==> src/assert_macros.svh <==
// ----------------------------------------------------------------------------
// Assertion macros
// Shared concurrent assertion helpers for the segmenter RTL.
// ----------------------------------------------------------------------------
`ifndef ASSERT_MACROS_SVH
`define ASSERT_MACROS_SVH
`ifndef SYNTHESIS
`define ASSERT_IMPLIES(lbl, clk, rst_n, ante, cons) \
  lbl: assert property (@(posedge clk) disable iff (!rst_n) (ante) |-> (cons)) \
    else $error("Assertion failed.");
`define ASSERT_NEXT(lbl, clk, rst_n, ante, cons) \
  lbl: assert property (@(posedge clk) disable iff (!rst_n) (ante) |=> (cons)) \
    else $error("Assertion failed.");
`else
`define ASSERT_IMPLIES(lbl, clk, rst_n, ante, cons)
`define ASSERT_NEXT(lbl, clk, rst_n, ante, cons)
`endif
`endif

==> src/dps_pkg.sv <==
// ----------------------------------------------------------------------------
// Data packet segmenter package
// Types, register indexes and header constants shared by the segmenter.
// ----------------------------------------------------------------------------
package dps_pkg;

  localparam int MAX_SEGMENTS_DEF   = 64;
  localparam int CMD_FIFO_DEPTH_DEF = 2;

  localparam int LEN_W     = 13;
  localparam int LC_W      = 12;
  localparam int EXP_W     = 4;
  localparam int HLEN_W    = 3;
  localparam int CFG_IDX_W = 2;
  localparam int CFG_DAT_W = 12;

  localparam logic [EXP_W-1:0] EXP_MIN   = 4'd7;
  localparam logic [EXP_W-1:0] EXP_MAX   = 4'd12;
  localparam logic [EXP_W-1:0] EXP_RESET = 4'd7;

  localparam logic [7:0] Q_FLAG       = 8'h80;
  localparam logic [7:0] GFI_STANDARD = 8'h10;
  localparam logic [7:0] GFI_EXTENDED = 8'h20;
  localparam logic [7:0] DATA_TYPE    = 8'h00;
  localparam logic [7:0] M_STANDARD   = 8'h10;
  localparam logic [7:0] M_EXTENDED   = 8'h01;
  localparam logic [7:0] CHAN_HI_MASK = 8'h0F;
  localparam logic [7:0] CHAN_LO_MASK = 8'hFF;

  localparam logic [HLEN_W-1:0] HLEN_STANDARD = 3'd3;
  localparam logic [HLEN_W-1:0] HLEN_EXTENDED = 3'd4;

  typedef enum logic [CFG_IDX_W-1:0] {
    CFG_LOGICAL_CHANNEL = 2'd0,
    CFG_EXTENDED_MODE   = 2'd1,
    CFG_PKT_SIZE_LOG2   = 2'd2
  } cfg_idx_t;

  typedef struct packed {
    logic [LEN_W-1:0] message_length;
    logic             q_bit;
  } dps_in_t;

  typedef struct packed {
    logic [7:0]        header_byte0;
    logic [7:0]        header_byte1;
    logic [7:0]        header_byte2;
    logic [7:0]        header_byte3;
    logic [HLEN_W-1:0] header_length;
    logic [LEN_W-1:0]  payload_offset;
    logic [LEN_W-1:0]  payload_length;
    logic              last_packet;
  } dps_out_t;

  typedef struct packed {
    logic [LEN_W-1:0] message_length;
    logic             q_bit;
    logic             extended_mode;
    logic [EXP_W-1:0] exp;
    logic [LC_W-1:0]  logical_channel;
  } dps_cmd_t;

endpackage

==> src/data_packet_segmenter.sv <==
// The first descriptor of a message passes the command queue, the back end's command register
// and its output register before it reaches the result ports. The back end loads one command,
// then emits one descriptor per segment, stalling on output back-pressure, before the next load.
// Empty and oversized messages are dropped at the front end in the cycle they are accepted.
// Reset is synchronous and active low; it restores the register defaults and empties all queues.
// ----------------------------------------------------------------------------
// Data packet segmenter
// Splits message descriptors into packet descriptors with their header bytes.
// ----------------------------------------------------------------------------
`include "assert_macros.svh"
module data_packet_segmenter #(
  parameter int MAX_SEGMENTS   = dps_pkg::MAX_SEGMENTS_DEF,
  parameter int CMD_FIFO_DEPTH = dps_pkg::CMD_FIFO_DEPTH_DEF
) (
  input  logic                          clk,
  input  logic                          rst_n,
  input  logic                          in_push,
  output logic                          in_full,
  input  dps_pkg::dps_in_t              in_data,
  output logic                          out_empty,
  input  logic                          out_pop,
  output dps_pkg::dps_out_t             out_data,
  input  logic                          cfg_valid,
  output logic                          cfg_ready,
  input  logic [dps_pkg::CFG_IDX_W-1:0] cfg_index,
  input  logic [dps_pkg::CFG_DAT_W-1:0] cfg_data
);
  import dps_pkg::*;

  logic     cmd_push;
  logic     cmd_full;
  logic     cmd_pop;
  logic     cmd_empty;
  dps_cmd_t cmd_wr_data;
  dps_cmd_t cmd_rd_data;

  assign in_full   = cmd_full;
  assign cfg_ready = 1'b1;

  dps_front #(
    .MAX_SEGMENTS(MAX_SEGMENTS)
  ) u_front (
    .clk       (clk),
    .rst_n     (rst_n),
    .in_push   (in_push),
    .in_data   (in_data),
    .cmd_full  (cmd_full),
    .cmd_push  (cmd_push),
    .cmd_data  (cmd_wr_data),
    .cfg_valid (cfg_valid && cfg_ready),
    .cfg_index (cfg_index),
    .cfg_data  (cfg_data)
  );

  dps_cmd_fifo #(
    .DEPTH(CMD_FIFO_DEPTH)
  ) u_cmd_fifo (
    .clk     (clk),
    .rst_n   (rst_n),
    .push    (cmd_push),
    .wr_data (cmd_wr_data),
    .full    (cmd_full),
    .pop     (cmd_pop),
    .rd_data (cmd_rd_data),
    .empty   (cmd_empty)
  );

  dps_back u_back (
    .clk       (clk),
    .rst_n     (rst_n),
    .cmd_empty (cmd_empty),
    .cmd_data  (cmd_rd_data),
    .cmd_pop   (cmd_pop),
    .out_empty (out_empty),
    .out_pop   (out_pop),
    .out_data  (out_data)
  );

  `ASSERT_IMPLIES(a_cmd_no_overflow, clk, rst_n, cmd_push, !cmd_full)
  `ASSERT_IMPLIES(a_out_len_nonzero, clk, rst_n, !out_empty, out_data.payload_length != '0)
  `ASSERT_IMPLIES(a_more_bit, clk, rst_n, !out_empty && !out_data.last_packet, (out_data.header_byte2 | out_data.header_byte3) != 8'h00)
  `ASSERT_NEXT(a_cmd_load_when_idle, clk, rst_n, cmd_pop, !cmd_pop)

endmodule

==> src/dps_front.sv <==
// ----------------------------------------------------------------------------
// Segmenter front end
// Holds the configuration registers, accepts messages and drops empty or
// oversized ones, and queues a segmentation command for each message kept.
// ----------------------------------------------------------------------------
module dps_front #(
  parameter int MAX_SEGMENTS = dps_pkg::MAX_SEGMENTS_DEF
) (
  input  logic                             clk,
  input  logic                             rst_n,
  input  logic                             in_push,
  input  dps_pkg::dps_in_t                 in_data,
  input  logic                             cmd_full,
  output logic                             cmd_push,
  output dps_pkg::dps_cmd_t                cmd_data,
  input  logic                             cfg_valid,
  input  logic [dps_pkg::CFG_IDX_W-1:0]    cfg_index,
  input  logic [dps_pkg::CFG_DAT_W-1:0]    cfg_data
);
  import dps_pkg::*;

  localparam int LIMIT_W = $clog2(MAX_SEGMENTS + 1) + LEN_W;

  logic [LC_W-1:0]    logical_channel_r;
  logic               extended_mode_r;
  logic [EXP_W-1:0]   pkt_size_log2_r;
  logic [EXP_W-1:0]   exp_clamped;
  logic [LIMIT_W-1:0] seg_limit;
  logic               keep_item;

  always_ff @(posedge clk) begin
    if (!rst_n) begin
      logical_channel_r <= '0;
      extended_mode_r   <= 1'b0;
      pkt_size_log2_r   <= EXP_RESET;
    end else if (cfg_valid) begin
      case (cfg_index)
        CFG_LOGICAL_CHANNEL: logical_channel_r <= cfg_data[LC_W-1:0];
        CFG_EXTENDED_MODE:   extended_mode_r   <= cfg_data[0];
        CFG_PKT_SIZE_LOG2:   pkt_size_log2_r   <= cfg_data[EXP_W-1:0];
        default: begin
        end
      endcase
    end
  end

  always_comb begin
    if (pkt_size_log2_r inside {[EXP_MIN:EXP_MAX]}) begin
      exp_clamped = pkt_size_log2_r;
    end else if (pkt_size_log2_r < EXP_MIN) begin
      exp_clamped = EXP_MIN;
    end else begin
      exp_clamped = EXP_MAX;
    end
  end

  assign seg_limit = LIMIT_W'(MAX_SEGMENTS) << exp_clamped;
  assign keep_item = (in_data.message_length != '0) &&
                     (LIMIT_W'(in_data.message_length) <= seg_limit);

  assign cmd_push = in_push && !cmd_full && keep_item;

  always_comb begin
    cmd_data.message_length  = in_data.message_length;
    cmd_data.q_bit           = in_data.q_bit;
    cmd_data.extended_mode   = extended_mode_r;
    cmd_data.exp             = exp_clamped;
    cmd_data.logical_channel = logical_channel_r;
  end

endmodule

==> src/dps_cmd_fifo.sv <==
// ----------------------------------------------------------------------------
// Segmenter command queue
// Short first-in first-out queue between the front end and the back end.
// ----------------------------------------------------------------------------
module dps_cmd_fifo #(
  parameter int DEPTH = dps_pkg::CMD_FIFO_DEPTH_DEF
) (
  input  logic              clk,
  input  logic              rst_n,
  input  logic              push,
  input  dps_pkg::dps_cmd_t wr_data,
  output logic              full,
  input  logic              pop,
  output dps_pkg::dps_cmd_t rd_data,
  output logic              empty
);
  import dps_pkg::*;

  localparam int PTR_W = (DEPTH > 1) ? $clog2(DEPTH) : 1;
  localparam int CNT_W = $clog2(DEPTH + 1);

  dps_cmd_t         mem_r [DEPTH];
  logic [PTR_W-1:0] wr_ptr_r;
  logic [PTR_W-1:0] rd_ptr_r;
  logic [CNT_W-1:0] count_r;
  logic             do_push;
  logic             do_pop;

  assign full    = (count_r == CNT_W'(DEPTH));
  assign empty   = (count_r == '0);
  assign do_push = push && !full;
  assign do_pop  = pop && !empty;
  assign rd_data = mem_r[rd_ptr_r];

  always_ff @(posedge clk) begin
    if (do_push) begin
      mem_r[wr_ptr_r] <= wr_data;
    end
  end

  always_ff @(posedge clk) begin
    if (!rst_n) begin
      wr_ptr_r <= '0;
      rd_ptr_r <= '0;
      count_r  <= '0;
    end else begin
      if (do_push) begin
        wr_ptr_r <= (wr_ptr_r == PTR_W'(DEPTH - 1)) ? '0 : wr_ptr_r + 1'b1;
      end
      if (do_pop) begin
        rd_ptr_r <= (rd_ptr_r == PTR_W'(DEPTH - 1)) ? '0 : rd_ptr_r + 1'b1;
      end
      if (do_push && !do_pop) begin
        count_r <= count_r + 1'b1;
      end else if (do_pop && !do_push) begin
        count_r <= count_r - 1'b1;
      end
    end
  end

endmodule

==> src/dps_back.sv <==
// ----------------------------------------------------------------------------
// Segmenter back end
// Takes one command at a time and emits one packet descriptor per cycle into
// an output register, when it is free or popped, until the message is used up.
// ----------------------------------------------------------------------------
module dps_back (
  input  logic               clk,
  input  logic               rst_n,
  input  logic               cmd_empty,
  input  dps_pkg::dps_cmd_t  cmd_data,
  output logic               cmd_pop,
  output logic               out_empty,
  input  logic               out_pop,
  output dps_pkg::dps_out_t  out_data
);
  import dps_pkg::*;

  logic             busy_r;
  logic             busy_nxt;
  dps_cmd_t         cmd_r;
  logic [LEN_W-1:0] remaining_r;
  logic [LEN_W-1:0] remaining_nxt;
  logic [LEN_W-1:0] offset_r;
  logic [LEN_W-1:0] offset_nxt;
  logic             out_valid_r;
  logic             out_valid_nxt;
  dps_out_t         out_data_r;
  dps_out_t         out_data_nxt;
  logic             out_space;
  logic [LEN_W-1:0] seg_max;
  logic [LEN_W-1:0] seg_len;
  logic             seg_last;
  logic             emit;

  assign out_space = !out_valid_r || out_pop;
  assign cmd_pop   = !busy_r && !cmd_empty;
  assign emit      = busy_r && out_space;
  assign seg_max   = LEN_W'(1) << cmd_r.exp;
  assign seg_last  = (remaining_r <= seg_max);
  assign seg_len   = seg_last ? remaining_r : seg_max;

  always_comb begin
    busy_nxt      = busy_r;
    remaining_nxt = remaining_r;
    offset_nxt    = offset_r;
    out_valid_nxt = out_valid_r && !out_pop;
    out_data_nxt  = out_data_r;
    if (cmd_pop) begin
      busy_nxt      = 1'b1;
      remaining_nxt = cmd_data.message_length;
      offset_nxt    = '0;
    end else if (emit) begin
      out_valid_nxt = 1'b1;
      out_data_nxt.header_byte0 = (cmd_r.q_bit ? Q_FLAG : 8'h00) |
                                  (cmd_r.extended_mode ? GFI_EXTENDED : GFI_STANDARD) |
                                  ({4'h0, cmd_r.logical_channel[LC_W-1:8]} & CHAN_HI_MASK);
      out_data_nxt.header_byte1 = cmd_r.logical_channel[7:0] & CHAN_LO_MASK;
      if (cmd_r.extended_mode) begin
        out_data_nxt.header_byte2  = DATA_TYPE;
        out_data_nxt.header_byte3  = DATA_TYPE | (seg_last ? 8'h00 : M_EXTENDED);
        out_data_nxt.header_length = HLEN_EXTENDED;
      end else begin
        out_data_nxt.header_byte2  = DATA_TYPE | (seg_last ? 8'h00 : M_STANDARD);
        out_data_nxt.header_byte3  = 8'h00;
        out_data_nxt.header_length = HLEN_STANDARD;
      end
      out_data_nxt.payload_offset = offset_r;
      out_data_nxt.payload_length = seg_len;
      out_data_nxt.last_packet    = seg_last;
      remaining_nxt = remaining_r - seg_len;
      offset_nxt    = offset_r + seg_len;
      busy_nxt      = !seg_last;
    end
  end

  always_ff @(posedge clk) begin
    if (!rst_n) begin
      busy_r      <= 1'b0;
      out_valid_r <= 1'b0;
    end else begin
      busy_r      <= busy_nxt;
      out_valid_r <= out_valid_nxt;
    end
  end

  always_ff @(posedge clk) begin
    remaining_r <= remaining_nxt;
    offset_r    <= offset_nxt;
    out_data_r  <= out_data_nxt;
    if (cmd_pop) begin
      cmd_r <= cmd_data;
    end
  end

  assign out_empty = !out_valid_r;
  assign out_data  = out_data_r;

endmodule
==> config.mk <==
export PLATFORM = sky130hd
export DESIGN_NAME = data_packet_segmenter
export DESIGN_NICKNAME = d
export VERILOG_FILES = /design/src/dps_pkg.sv /design/src/data_packet_segmenter.sv /design/src/dps_front.sv /design/src/dps_cmd_fifo.sv /design/src/dps_back.sv
export VERILOG_INCLUDE_DIRS = /design/src /design/src/src
export SDC_FILE = /design/constraint.sdc
export NUM_CORES = 1
export LEC_CHECK = 0
export BUFFER_PORTS_ARGS = -buffer_cell sky130_fd_sc_hd__buf_2
export CORE_UTILIZATION = 54
export CTS_BUF_LIST = sky130_fd_sc_hd__clkbuf_8
export CTS_CLUSTER_DIAMETER = 30
export DETAILED_ROUTE_END_ITERATION = 8
export GPL_TIMING_DRIVEN = 0
export PLACE_DENSITY = 0.78
export SLEW_MARGIN = 20
export SYNTH_ARGS = -nofsm -noshare
export SYNTH_HDL_FRONTEND = slang
export SYNTH_SLANG_ARGS = --single-unit
export TNS_END_PERCENT = 20
==> constraint.sdc <==
create_clock -name clk -period 4.2 [get_ports clk]
set_clock_uncertainty 0.05 [all_clocks]
set_input_delay 0.21 -clock clk [delete_from_list [all_inputs] [get_ports clk]]
set_output_delay 0.21 -clock clk [all_outputs]
set_load 0.02 [all_outputs]
==> summary.md <==
| Metric | Value |
|---|---|
| Status | finished, violations left |
| Violated checks | negative setup slack |
| Clock share of power | 13.4% |
| DR DRC count | 0 |
| #FFs+latches synth | 174 |
| Maximum fanout along the worst path | 6 |
| Register area | 4850 µm² |
| Clock transition at path regs | 0.09 ns |
| Pwr Density | 810 nW/µm² |
| Post-Route WL | approximately 16000 µm |
| Critical Path RT | 4.55 ns |
| EDFF count, synth | roughly 140 |
| Max_slew headroom | 50.3% |
| Clock latency on the worst-skew pair | 0.47 ns |
| Synth top area cells | edfxtp_1, dfxtp_1, ha_1, mux2_2, mux2i_1 |
| Synthesized netlist cell count | ~600 |
| Initial antenna violation count | 0 |
| Final Cell Area | a little over 10000 µm² |
| Met3 Usage GRT | 4.65% |
| Vias in the first global route | 5243 |
| Synth top area share | 52.4% |
| Clock sinks | 174 |
| Async SR Flop Fraction | 0% |
| DR WL/cell | approximately 17 µm |
| HPWL Detailed | 10500 µm |
| RSZ-0062 raised after global routing | true |
| Total Routing Usage GR | 22.4% |
| Fin crit share | 103% |
| Nets@finish | 862 |
| Register area share after synthesis | about three fifths |
| Lkg Pwr | 3.95 nW |
| CTS tree | done |
| Min Tclk post-route | 4.33 ns |
| Total of warnings raised by yosys | 0 |
| Initial Util | 56.0% |
| Int Power | 4.98 mW |
| Area Overhead vs Synth | 28.1% |
| Max clock buf depth | 2 |
| H-tree levels | 4 |
| Drt first pass iters | 5 |
| Yosys cell types | 56 |
| Top Usage Layer GRT | met2 |
| Num rows | between 40 and 50 |
| Met1 Usage GRT | 28.0% |
| Die ar. | 15000 µm² |
| Final Hold Vio Count | 0 |
| Endpoint class of the critical path | flop |
| TritonCTS Buffers | 17 |
| Die width | 123 µm |
| Tightest Pin Transition | 0.745 ns |
| Initial drt markers | 435 |
| Area of the core | 14000 µm² |
| Mean Syn Cell Area | around 13 µm² |
| Max Cap Viol | 0 |
| Dominant cell type by area after synthesis | edfxtp_1 |
| First-pass GRT wire length | between 20000 and 30000 µm |
| N_diodes | 0 |
| Final Setup Violations | 10 |
| PortBufs | around 80 |
| Multi-input logic area | 3150 µm² |
| Die height | 123 µm |
| Worst VDD drop | approximately 0.36 mV |
| # IOs | 98 |
| Power share of the combinational group | 52.0% |
| WS Path Type | flop to flop |
| Startpoint types | flop |
| Routed via count | roughly 5300 |
| Routed Antenna Nets | 0 |
| Max-slew violation count | 0 |
| Final worst slack | -0.135 ns |
| Share of layout cells above drive strength 1 | 35.0% |
| Switching pwr | 3.17 mW |
| Cell Area, Synth | 7860 µm² |
| Sw Share | around 39% |
| Synth Flop Type | edfxtp_1 |
| Setup TNS Final | -0.672 ns |
| Largest net degree at the start of global routing | 54 |
| RD Place Congestion | about 0.87 |
| Fin Hold WS | 0.0889 ns |
| CTS root buf | clkbuf_8 |
| Fmax | 0.231 GHz |
| Via density | 5.37 |
| Met2 Usage GRT | 36.9% |
| Total grt overflow | 0 |
| Crit path arrival time | 4.68 ns |
| Sequential power share | 34.7% |
| Hold Path Class | input pin to flop |
| Placed Instance Area | between 8000 and 9000 µm² |
| Fill cell count | 931 |
[layer usage]
layer | vias up | share of wire, %
li1 | 2543 | -
met1 | 2500 | 44
met2 | 179 | 49
met3 | 47 | 4.4
met4 | 0 | 2.7
met5 | - | 0
[synthesized netlist by cell type, types with 3 or more instances]
cell and count:
a211oi_1 5, a21boi_0 3, a21o_1 10, a21oi_1 32, and2_1 7, and3_1 3, buf_1 3, buf_4 19
clkbuf_1 11, dfxtp_1 37, edfxtp_1 137, ha_1 38, inv_1 41, mux2_2 28, mux2i_1 26, nand2_1 26
nand2b_1 9, nand3_1 9, nand4_1 9, nor2_1 25, nor2b_1 22, nor3_1 11, nor4_1 3, o21a_1 6
o21ai_0 25, o21bai_1 3, xnor2_1 12, xor2_1 5
[metrics by stage]
| step | setup WS, ns | cells | power [mW] | util [%] |
|---|---|---|---|---|
| after floorplan | 0.00618 | 617 | 5.25 | - |
| after global placement | -0.666 | 878 | 5.93 | 61.3 |
| after detailed placement | -0.711 | 879 | 6.08 | 61.6 |
| after CTS | -0.252 | 975 | 7.74 | 69.6 |
| after global routing | -0.318 | 982 | 8.67 | 71.7 |
| final | -0.135 | 982 | 8.16 | 71.7 |
[cell families (layout without fill, tap and decap cells)]
group                      count (synthesis)  after routing  share of synthesized area [%]
DFF                                      174            174                           61.8
muxes                                     56             56                           7.75
buffers and inverters                     78            263                           4.76
adders and majority gates                 40             40                           6.56
xor gates and xnor gates                  17             17                           1.89
and+or+nand+nor                          135            135                           9.01
other                                      2             16                         0.0956
AOI/OAI and AO/OA                        101            101                           8.14
[final cells by class]
| class | count | share of cell area (%) |
|---|---|---|
| Clock inverter | 14 | 1.18 |
| Multi-Input combinational cell | 365 | 31.3 |
| Clock buffer | 18 | 2.46 |
| Buffer | 36 | 2.35 |
| Tap cell | 180 | 2.24 |
| Inverter | 42 | 1.62 |
| Timing Repair Buffer | 153 | 10.6 |
| Sequential cell | 174 | 48.2 |
[flip-flops by register name, summed over array words and instances, names as in the netlist, named ones only]
register and count:
u_cmd_fifo.mem_r 62, u_back.out_data 44, u_back.cmd_r 18, u_back.offset_r 13
u_back.remaining_r 13, u_front.logical_channel_r 12, u_front.pkt_size_log2_r 4, u_cmd_fifo.count_r 2
u_back.busy_r 1, u_back.out_valid_r 1, u_cmd_fifo.rd_ptr_r 1, u_cmd_fifo.wr_ptr_r 1
u_front.extended_mode_r 1
[power by group through the flow]
stage	sequential, mW	clock [mW]	combinational (mW)
6_report	2.83	1.09	4.24
3_3_place_gp	2.84	0	3.09
3_5_place_dp	2.85	0	3.23
5_1_grt	2.88	1.18	4.62
2_1_floorplan	2.99	0	2.27
4_1_cts	2.80	1.11	3.83
[critical path, cell delays in order, from the launching register on]
cell      delay (ns)
edfxtp_1        0.43
buf_4           0.17
nand2b_4        0.10
nor2_4          0.15
inv_2           0.06
ha_4            0.26
nand4_1         0.21
a311oi_2        0.33
o41a_1          0.18
buf_6           0.12
buf_12          0.13
buf_8           0.12
nand2_4         0.05
o21ai_4         0.10
ha_4            0.18
inv_2           0.03
fa_2            0.36
nor2b_4         0.14
o31a_1          0.18
a21oi_2         0.09
o21bai_1        0.20
a21oi_2         0.09
or4_1           0.43
nand3_1         0.11
[layout by cell type (no fill, tap or decap), drive strengths merged, types with 3 or more instances in the layout]
| master | count |
|---|---|
| dlygate4sd3 | 28 |
| o21bai | 3 |
| nor2b | 22 |
| nor4 | 3 |
| nand2b | 9 |
| clkbuf | 29 |
| o21ai | 26 |
| buf | 150 |
| mux2i | 27 |
| nand2 | 26 |
| o21a | 6 |
| a211oi | 5 |
| edfxtp | 137 |
| xnor2 | 12 |
| nor2 | 25 |
| mux2 | 29 |
| inv | 53 |
| a21o | 10 |
| conb | 16 |
| nand3 | 9 |
| dfxtp | 37 |
| nand4 | 9 |
| and3 | 4 |
| xor2 | 5 |
| a21boi | 3 |
| and2 | 7 |
| ha | 38 |
| a21oi | 32 |
| nor3 | 11 |
[repair_timing]
item,4_1_cts,5_1_grt
cloned,0,0
hold buffers,28,0
gates resized for setup,50,48
setup endpoints to repair,19,20
pin swaps,32,22
endpoints found under the hold margin,48,0
setup buffers,36,7
[worst paths after layout]
path / to / depth (start not counted) / startpoint / slack (ns)
worst max-delay path: u_back.offset_r[10] / 23 / u_back.cmd_r[15] / -0.13
worst min-delay path: u_front.extended_mode_r / 4 / cfg_index[0] / 0.09
worst max register to register: u_back.offset_r[10] / 23 / u_back.cmd_r[15] / -0.13
worst min register to register: u_back.out_data[57] / 0 / u_back.cmd_r[11] / 0.38
Note: power is estimated with default switching activity, not from simulation.
